$ cat config.mk
export PLATFORM = sky130hd
export DESIGN_NAME = idwm_ctrl
export DESIGN_NICKNAME = d
export VERILOG_FILES = /design/src/rtl/idwm_pkg.sv /design/src/rtl/idwm_ctrl.sv
export SDC_FILE = /design/constraint.sdc
export NUM_CORES = 1
export LEC_CHECK = 0
export ABC_AREA = 0
export BUFFER_PORTS_ARGS = -buffer_cell sky130_fd_sc_hd__buf_4
export CAP_MARGIN = 20
export CORE_AREA = 5 5 42 44
export DETAILED_ROUTE_END_ITERATION = 10
export DIE_AREA = 0 0 47 49
export GPL_ROUTABILITY_DRIVEN = 0
export SETUP_SLACK_MARGIN = 0.3
export SLEW_MARGIN = 20
export SYNTH_ARGS = -nofsm -noshare
export SYNTH_HDL_FRONTEND = slang
export SYNTH_SLANG_ARGS = --single-unit
$ cat constraint.sdc
create_clock -name clk -period 1.9 [get_ports clk]
set_clock_uncertainty 0.15 [all_clocks]
set_input_delay 0.095 -clock clk [delete_from_list [all_inputs] [get_ports clk]]
set_output_delay 0.095 -clock clk [all_outputs]
set_load 0.03 [all_outputs]
$ cat src/rtl/idwm_pkg.sv
// Shared types and constants for the IMU dual-window mean block.
// No dependencies; every other file of the block but idwm_ram refers to this package by scoped names.
package idwm_pkg;

  // Sample format and channel count fixed by the stream layout.
  localparam int SAMPLE_BITS = 16;
  localparam int CHANNELS    = 6;
  localparam int MEANS       = 2 * CHANNELS;
  localparam int IDX_W       = $clog2(MEANS);
  localparam int CH_W        = (CHANNELS > 1) ? $clog2(CHANNELS) : 1;

  // Configuration register.
  localparam int                  RATIO_W     = 7;
  localparam logic [RATIO_W-1:0]  RATIO_RESET = 7'd50;
  localparam int                  MIN_RATIO   = 2;
  localparam int                  APB_DW      = 32;
  localparam int                  APB_AW      = 3;
  localparam logic [APB_AW-1:0]   ADDR_RATIO  = 3'd0;

  // Commands from the controller to the datapath.
  typedef struct packed {
    logic             clear_init;
    logic             clear_wr;
    logic             load;
    logic             update;
    logic             mul;
    logic             store;
    logic             out_load;
    logic [IDX_W-1:0] idx;
  } idwm_cmd_t;

  // Status from the datapath to the controller.
  typedef struct packed {
    logic clear_last;
    logic out_free;
  } idwm_sts_t;

endpackage

$ cat src/rtl/idwm_ctrl.sv
// Controller of the IMU dual-window mean block: clearing pass, item sequencing, output hand-off.
// Depends on idwm_pkg.
module idwm_ctrl (
  input  logic                  clk,
  input  logic                  rst,
  input  logic                  cfg_wr,
  input  logic                  in_valid,
  input  logic                  in_invalid,
  output logic                  in_ready,
  output idwm_pkg::idwm_cmd_t   cmd,
  input  idwm_pkg::idwm_sts_t   sts
);

  localparam logic [2:0] S_CLR  = 3'd0;
  localparam logic [2:0] S_IDLE = 3'd1;
  localparam logic [2:0] S_UPD  = 3'd2;
  localparam logic [2:0] S_MUL  = 3'd3;
  localparam logic [2:0] S_STO  = 3'd4;
  localparam logic [2:0] S_DONE = 3'd5;

  localparam logic [idwm_pkg::IDX_W-1:0] IDX_LAST = idwm_pkg::IDX_W'(idwm_pkg::MEANS - 1);

  logic [2:0]                   state, state_next;
  logic [idwm_pkg::IDX_W-1:0]   idx, idx_next;
  logic                         load;

  assign in_ready = (state == S_IDLE);
  assign load     = in_valid && in_ready && !in_invalid;

  // Next state and mean index.
  always_comb begin
    state_next = state;
    idx_next   = idx;
    case (state)
      S_CLR: begin
        if (sts.clear_last) state_next = S_IDLE;
      end
      S_IDLE: begin
        if (load) state_next = S_UPD;
      end
      S_UPD: begin
        idx_next   = '0;
        state_next = S_MUL;
      end
      S_MUL: begin
        state_next = S_STO;
      end
      S_STO: begin
        if (idx == IDX_LAST) begin
          state_next = S_DONE;
        end else begin
          idx_next   = idx + 1'b1;
          state_next = S_MUL;
        end
      end
      S_DONE: begin
        if (sts.out_free) state_next = S_IDLE;
      end
      default: state_next = S_CLR;
    endcase
    // A register write restarts the clearing pass.
    if (cfg_wr) state_next = S_CLR;
  end

  always_ff @(posedge clk) begin
    if (rst) begin
      state <= S_CLR;
      idx   <= '0;
    end else begin
      state <= state_next;
      idx   <= idx_next;
    end
  end

  // Commands to the datapath.
  always_comb begin
    cmd            = '0;
    cmd.clear_init = cfg_wr;
    cmd.clear_wr   = (state == S_CLR) && !cfg_wr;
    cmd.load       = load;
    cmd.update     = (state == S_UPD);
    cmd.mul        = (state == S_MUL);
    cmd.store      = (state == S_STO);
    cmd.out_load   = (state == S_DONE) && sts.out_free;
    cmd.idx        = idx;
  end

  // A register write always sends the block back into its clearing pass.
  a_cfg_clear: assert property (@(posedge clk) disable iff (rst)
    cfg_wr |=> state == S_CLR)
    else $error("register write did not start a clearing pass");

  // An accepted valid word goes straight to the window update.
  a_load_upd: assert property (@(posedge clk) disable iff (rst)
    (load && !cfg_wr) |=> state == S_UPD)
    else $error("accepted word not followed by window update");

  // The mean sequence steps through every index in order.
  a_idx_step: assert property (@(posedge clk) disable iff (rst)
    (state == S_STO && idx != IDX_LAST && !cfg_wr) |=>
      (state == S_MUL && idx == $past(idx) + 1'b1))
    else $error("mean index skipped");

endmodule

After elaboration in Yosys (flattened, before gate mapping)
Index checks and enable logic that the tools add are counted.
{"block": "word_totals", "reg_bits": 7, "wordCells": 31}
{"block": "op_classes", "add_sub_neg": 1, "n_eq_ne": 10, "mux": 7, "n_reduce_logical": 11}
{"operator": "one-hot mux 3 bit (6 select lines)", "count": 1}
{"operator": "2-to-1 mux 3 bit", "count": 4}
{"operator": "one-hot mux 4 bit (2 select lines)", "count": 1}
{"operator": "== test 3 x 2 -> 1 bit (second input constant)", "count": 2}
{"operator": "== test 3 bit (second input constant)", "count": 2}
{"operator": "inequality test 2 bit (second input constant)", "count": 3}
{"operator": "adder 4 x 1 -> 4 bit (second input constant)", "count": 1}
{"operator": "== test 4 bit (second input constant)", "count": 1}
{"operator": "logical AND 1 bit", "count": 4}
{"operator": "2-to-1 mux 4 bit", "count": 1}
{"operator": "== test 3 x 1 -> 1 bit (second input constant)", "count": 1}
{"operator": "zero test 3 bit", "count": 1}
{"operator": "AND reduction 3 bit", "count": 1}
{"operator": "zero test 1 bit", "count": 2}
{"operator": "inequality test 2 x 1 -> 1 bit (second input constant)", "count": 1}
{"operator": "AND reduction 2 bit", "count": 1}
{"operator": "nonzero test 2 bit", "count": 1}
{"operator": "OR reduction 2 bit", "count": 1}

Depth between registers and ports, before layout
{"block": "logic_depth", "depth_word": 5, "depth_mapped": 5, "ltp_nobuf": 4}

Worst setup path before layout
Ideal clock, no wire load.
{"block": "synth_timing", "path_kind": "register -> register", "from": "register idx[0] (netlist bit)", "to": "register idx[2] (netlist bit)", "t_arrival_ps": 1568, "t_required_ps": 1670, "setup_slack_ps": 102, "path_stages_with_launch": 5, "path_cell_list": "dfxtp_1 -> ha_1 -> and4b_2 -> or4_4 -> a211oi_2"}
{"block": "synth_between", "elab_chain_cells": 3, "word_cells_on_any_way": 6, "cone_classes": "1 x add/sub; 2 x eq/ne; 2 x mux; 1 x reduce/logical"}
{"item": "from (decl)", "line_no": "idwm_ctrl.sv:24", "rtl": "logic [idwm_pkg::IDX_W-1:0] idx, idx_next;"}
{"item": "from (signal assigned)", "line_no": "idwm_ctrl.sv:71", "rtl": "idx <= idx_next;"}
{"item": "adder 4 x 1 -> 4 bit or == test 4 bit (tied branches)", "line_no": "idwm_ctrl.sv:52, idwm_ctrl.sv:49"}
{"item": "2-to-1 mux 4 bit or inequality test 2 bit (tied branches)"}
{"item": "one-hot mux 4 bit (2 select lines) or AND reduction 2 bit (tied branches)"}
Several ways; a longest one is shown, not always the timed one. The select of a mux whose other input is x is not followed.
A chain may end at the register's enable or synchronous reset.

==> results.sh <==
export IMPL_drc=0
export IMPL_path_buf_inv=3
export IMPL_nets=98
export IMPL_power_density_nw_per_um2=445
export IMPL_hp_class="in -> reg"
export IMPL_synth_area_um2=505
export IMPL_timing_final_crit_share_pct=83.1
export IMPL_dp_slack_ns=0.210
export IMPL_required_ns=1.65
export IMPL_tightest_slew_ns=0.425
export IMPL_grt_ovfl_total=0
export IMPL_postSynthCellCount=59
export IMPL_stdcell_area_um2=807
export IMPL_area_growth_pct=59.7
export IMPL_finalPower_w=0.000359
export IMPL_vias=571
export IMPL_yosysSeqAreaShare_pct=27.7
export IMPL_ctsLongestPathBuffers=2
export IMPL_hpwlAfterDp_um=909
export IMPL_cts_root_buf="clkbuf_4"
export IMPL_first_iter_violations=5
export IMPL_cap_violations=0
export IMPL_antenna_found_initial=0
export IMPL_die_height_um=49
export IMPL_crit_family="simple AND/OR/NAND/NOR gates"
export IMPL_ir_drop_mv=0.253
export IMPL_worst_path_max_fanout=12
export IMPL_yosysTopAreaCellShare_pct=27.7
export IMPL_rsz0062_at_grt="yes"
export IMPL_grt_pass1_wl_um=2240
export IMPL_finalHoldWorstSlack_ns=0.0239
export IMPL_start_util_pct=36.1
export IMPL_synth_edf_count=0
export IMPL_synth_area_leaders="dfxtp_1 (28%), a211oi_2 (5.0%), buf_4 (4.5%)"
export IMPL_portBuffers=18
export IMPL_path_clk_slew_ns=0.06
export IMPL_finalHoldViolCount=0
export IMPL_num_fill_cells=131
export IMPL_synth_top_area_cell="dfxtp_1"
export IMPL_worstSkewPairLatency_ns=0.26
export IMPL_worstPathArrival_ns=1.33
export IMPL_antenna_cells=0
export IMPL_core_area_um2=1400
export IMPL_wl_um=1350
export IMPL_slowest_stage="or3b_4"
export IMPL_yosysWarningCount=0
export IMPL_synth_cell_types=33
export IMPL_final_min_clock_period_ns=1.58
export IMPL_status="finished, final reports clean"
export IMPL_fin_setup_tns_ns=0
export IMPL_grt_max_degree=13
export IMPL_cts_tree="done"
export IMPL_path_cells="buf_6, or3b_4, inv_4, buf_6"
export IMPL_place_area_um2=661
export IMPL_layout_commonest_cell="buf_4"
export IMPL_async_flop_share_pct=0
export IMPL_end_kind="primary output"
export IMPL_layout_common_cells="buf_4 (26), nand2_1 (6), nor2_1 (4), dfxtp_4 (4)"
export IMPL_avgSynthCellArea_um2=8.57
export IMPL_io_pins=19
export IMPL_maxSlewViolCount=0
export IMPL_leakagePower_nw=0.353
export IMPL_firstDrtPassIters=4
export IMPL_cp_common_cell="buf_6"
export IMPL_cts_made_buffers=3
export IMPL_antenna_left=0
export IMPL_vias_per_cell=5.44
export IMPL_grt_usage_pct=13.2
export IMPL_synth_seq_cells=7
export IMPL_post_drt_wl_per_cell_um=12.8
export IMPL_critPathKind="reg -> out"
export IMPL_max_clock_freq_ghz=0.633
export IMPL_worstSetupStartpointType="flip-flop"
export IMPL_die_x_um=47
export IMPL_grt_pass1_vias=521
export IMPL_drive_above_1_share_pct=53.9
export IMPL_rr_worst_depth=3
export IMPL_setup_viol=0
export IMPL_syn_num_nets=67
export IMPL_synth_ff_type="dfxtp_1"
export IMPL_cts_sinks=7
export IMPL_whs_path_depth=3
export IMPL_num_rows=14
export IMPL_cp_num_cells=4
export IMPL_htreeDepth=1
export IMPL_slowest_delay_ns=0.42
export IMPL_fin_ws_ns=0.321
export IMPL_die_area_um2=2300
export IMPL_slew_headroom_pct=71.3
==> kinds of logic after synthesis <==
kind of cell	Yosys count	synth area share (%)
adders and majority gates	1	2.47
buffers and inverters	9	10.4
DFF	7	27.7
and+or+nand+nor	26	33.4
AOI/OAI and AO/OA	13	20.5
xor gates and xnor gates	2	3.47
muxes	1	1.98
==> area by class of cell <==
type,count,area (µm²),share of cell area [%]
flip-flops and latches,7,158,19.5
well taps,16,20.0,2.48
inverters,4,17.5,2.17
repair buffers,31,249,30.9
clock buffers,4,26.3,3.26
multi-input cells,43,337,41.7
==> where the power goes <==
| part | internal (W) | switching (W) | leakage [nW] |
|---|---|---|---|
| clock network | 0.0000807 | 0.0000630 | 0.0150 |
| registers | 0.000144 | 0.00000230 | 0.0607 |
| logic | 0.0000344 | 0.0000348 | 0.277 |
| total | 0.000259 | 0.000100 | 0.353 |
==> tightest hold or removal path: stages <==
cell and delay (ns):
buf_4 0.07, nand2b_1 0.13, a221oi_1 0.09
==> metal layers <==
layer | up-vias | GRT usage (%) | share of wire (%)
met2 | 24 | 18.6 | 46
met3 | 4 | 2.58 | 5.4
met5 | - | 0 | 0
li1 | 279 | - | -
met4 | 0 | 9.68 | 2.7
met1 | 264 | 17.0 | 46
==> registers in the layout, indices dropped and copies added, names as in the netlist <==
name / flops
idx: 4
state: 3
==> Yosys cell counts, drive strengths merged (2+ instances only) <==
| cell | count |
|---|---|
| dfxtp | 7 |
| nand2 | 6 |
| buf | 4 |
| inv | 4 |
| nor2 | 4 |
| and3b | 3 |
| or3b | 3 |
| a211oi | 2 |
| nand2b | 2 |
| nand3b | 2 |
| o21ai | 2 |
| xnor2 | 2 |
==> through the flow <==
stage          std cells  util, %
2_1_floorplan         59        -
6_report             105     57.6
4_1_cts              102     55.0
3_3_place_gp          91     47.1
5_1_grt              105     57.6
3_5_place_dp          91     47.1
==> worst paths after layout <==
kind / startpoint / endpoint / slack, ns
setup reg to reg: state[1] / idx[0] / 0.33
setup / recovery: state[0] / cmd[7] / 0.32
hold / removal: in_invalid / state[2] / 0.02
hold reg to reg: idx[2] / idx[2] / 0.39
==> repair_timing <==
item                                    CTS  global route
buffers inserted                          5             3
hold endpoints to repair                  5             0
resized for setup                         9             5
gates cloned                              0             0
pin swaps                                 2             1
hold buffers                              2             0
endpoints found under the setup margin    4             4
Note: power is estimated with default switching activity, not from simulation.
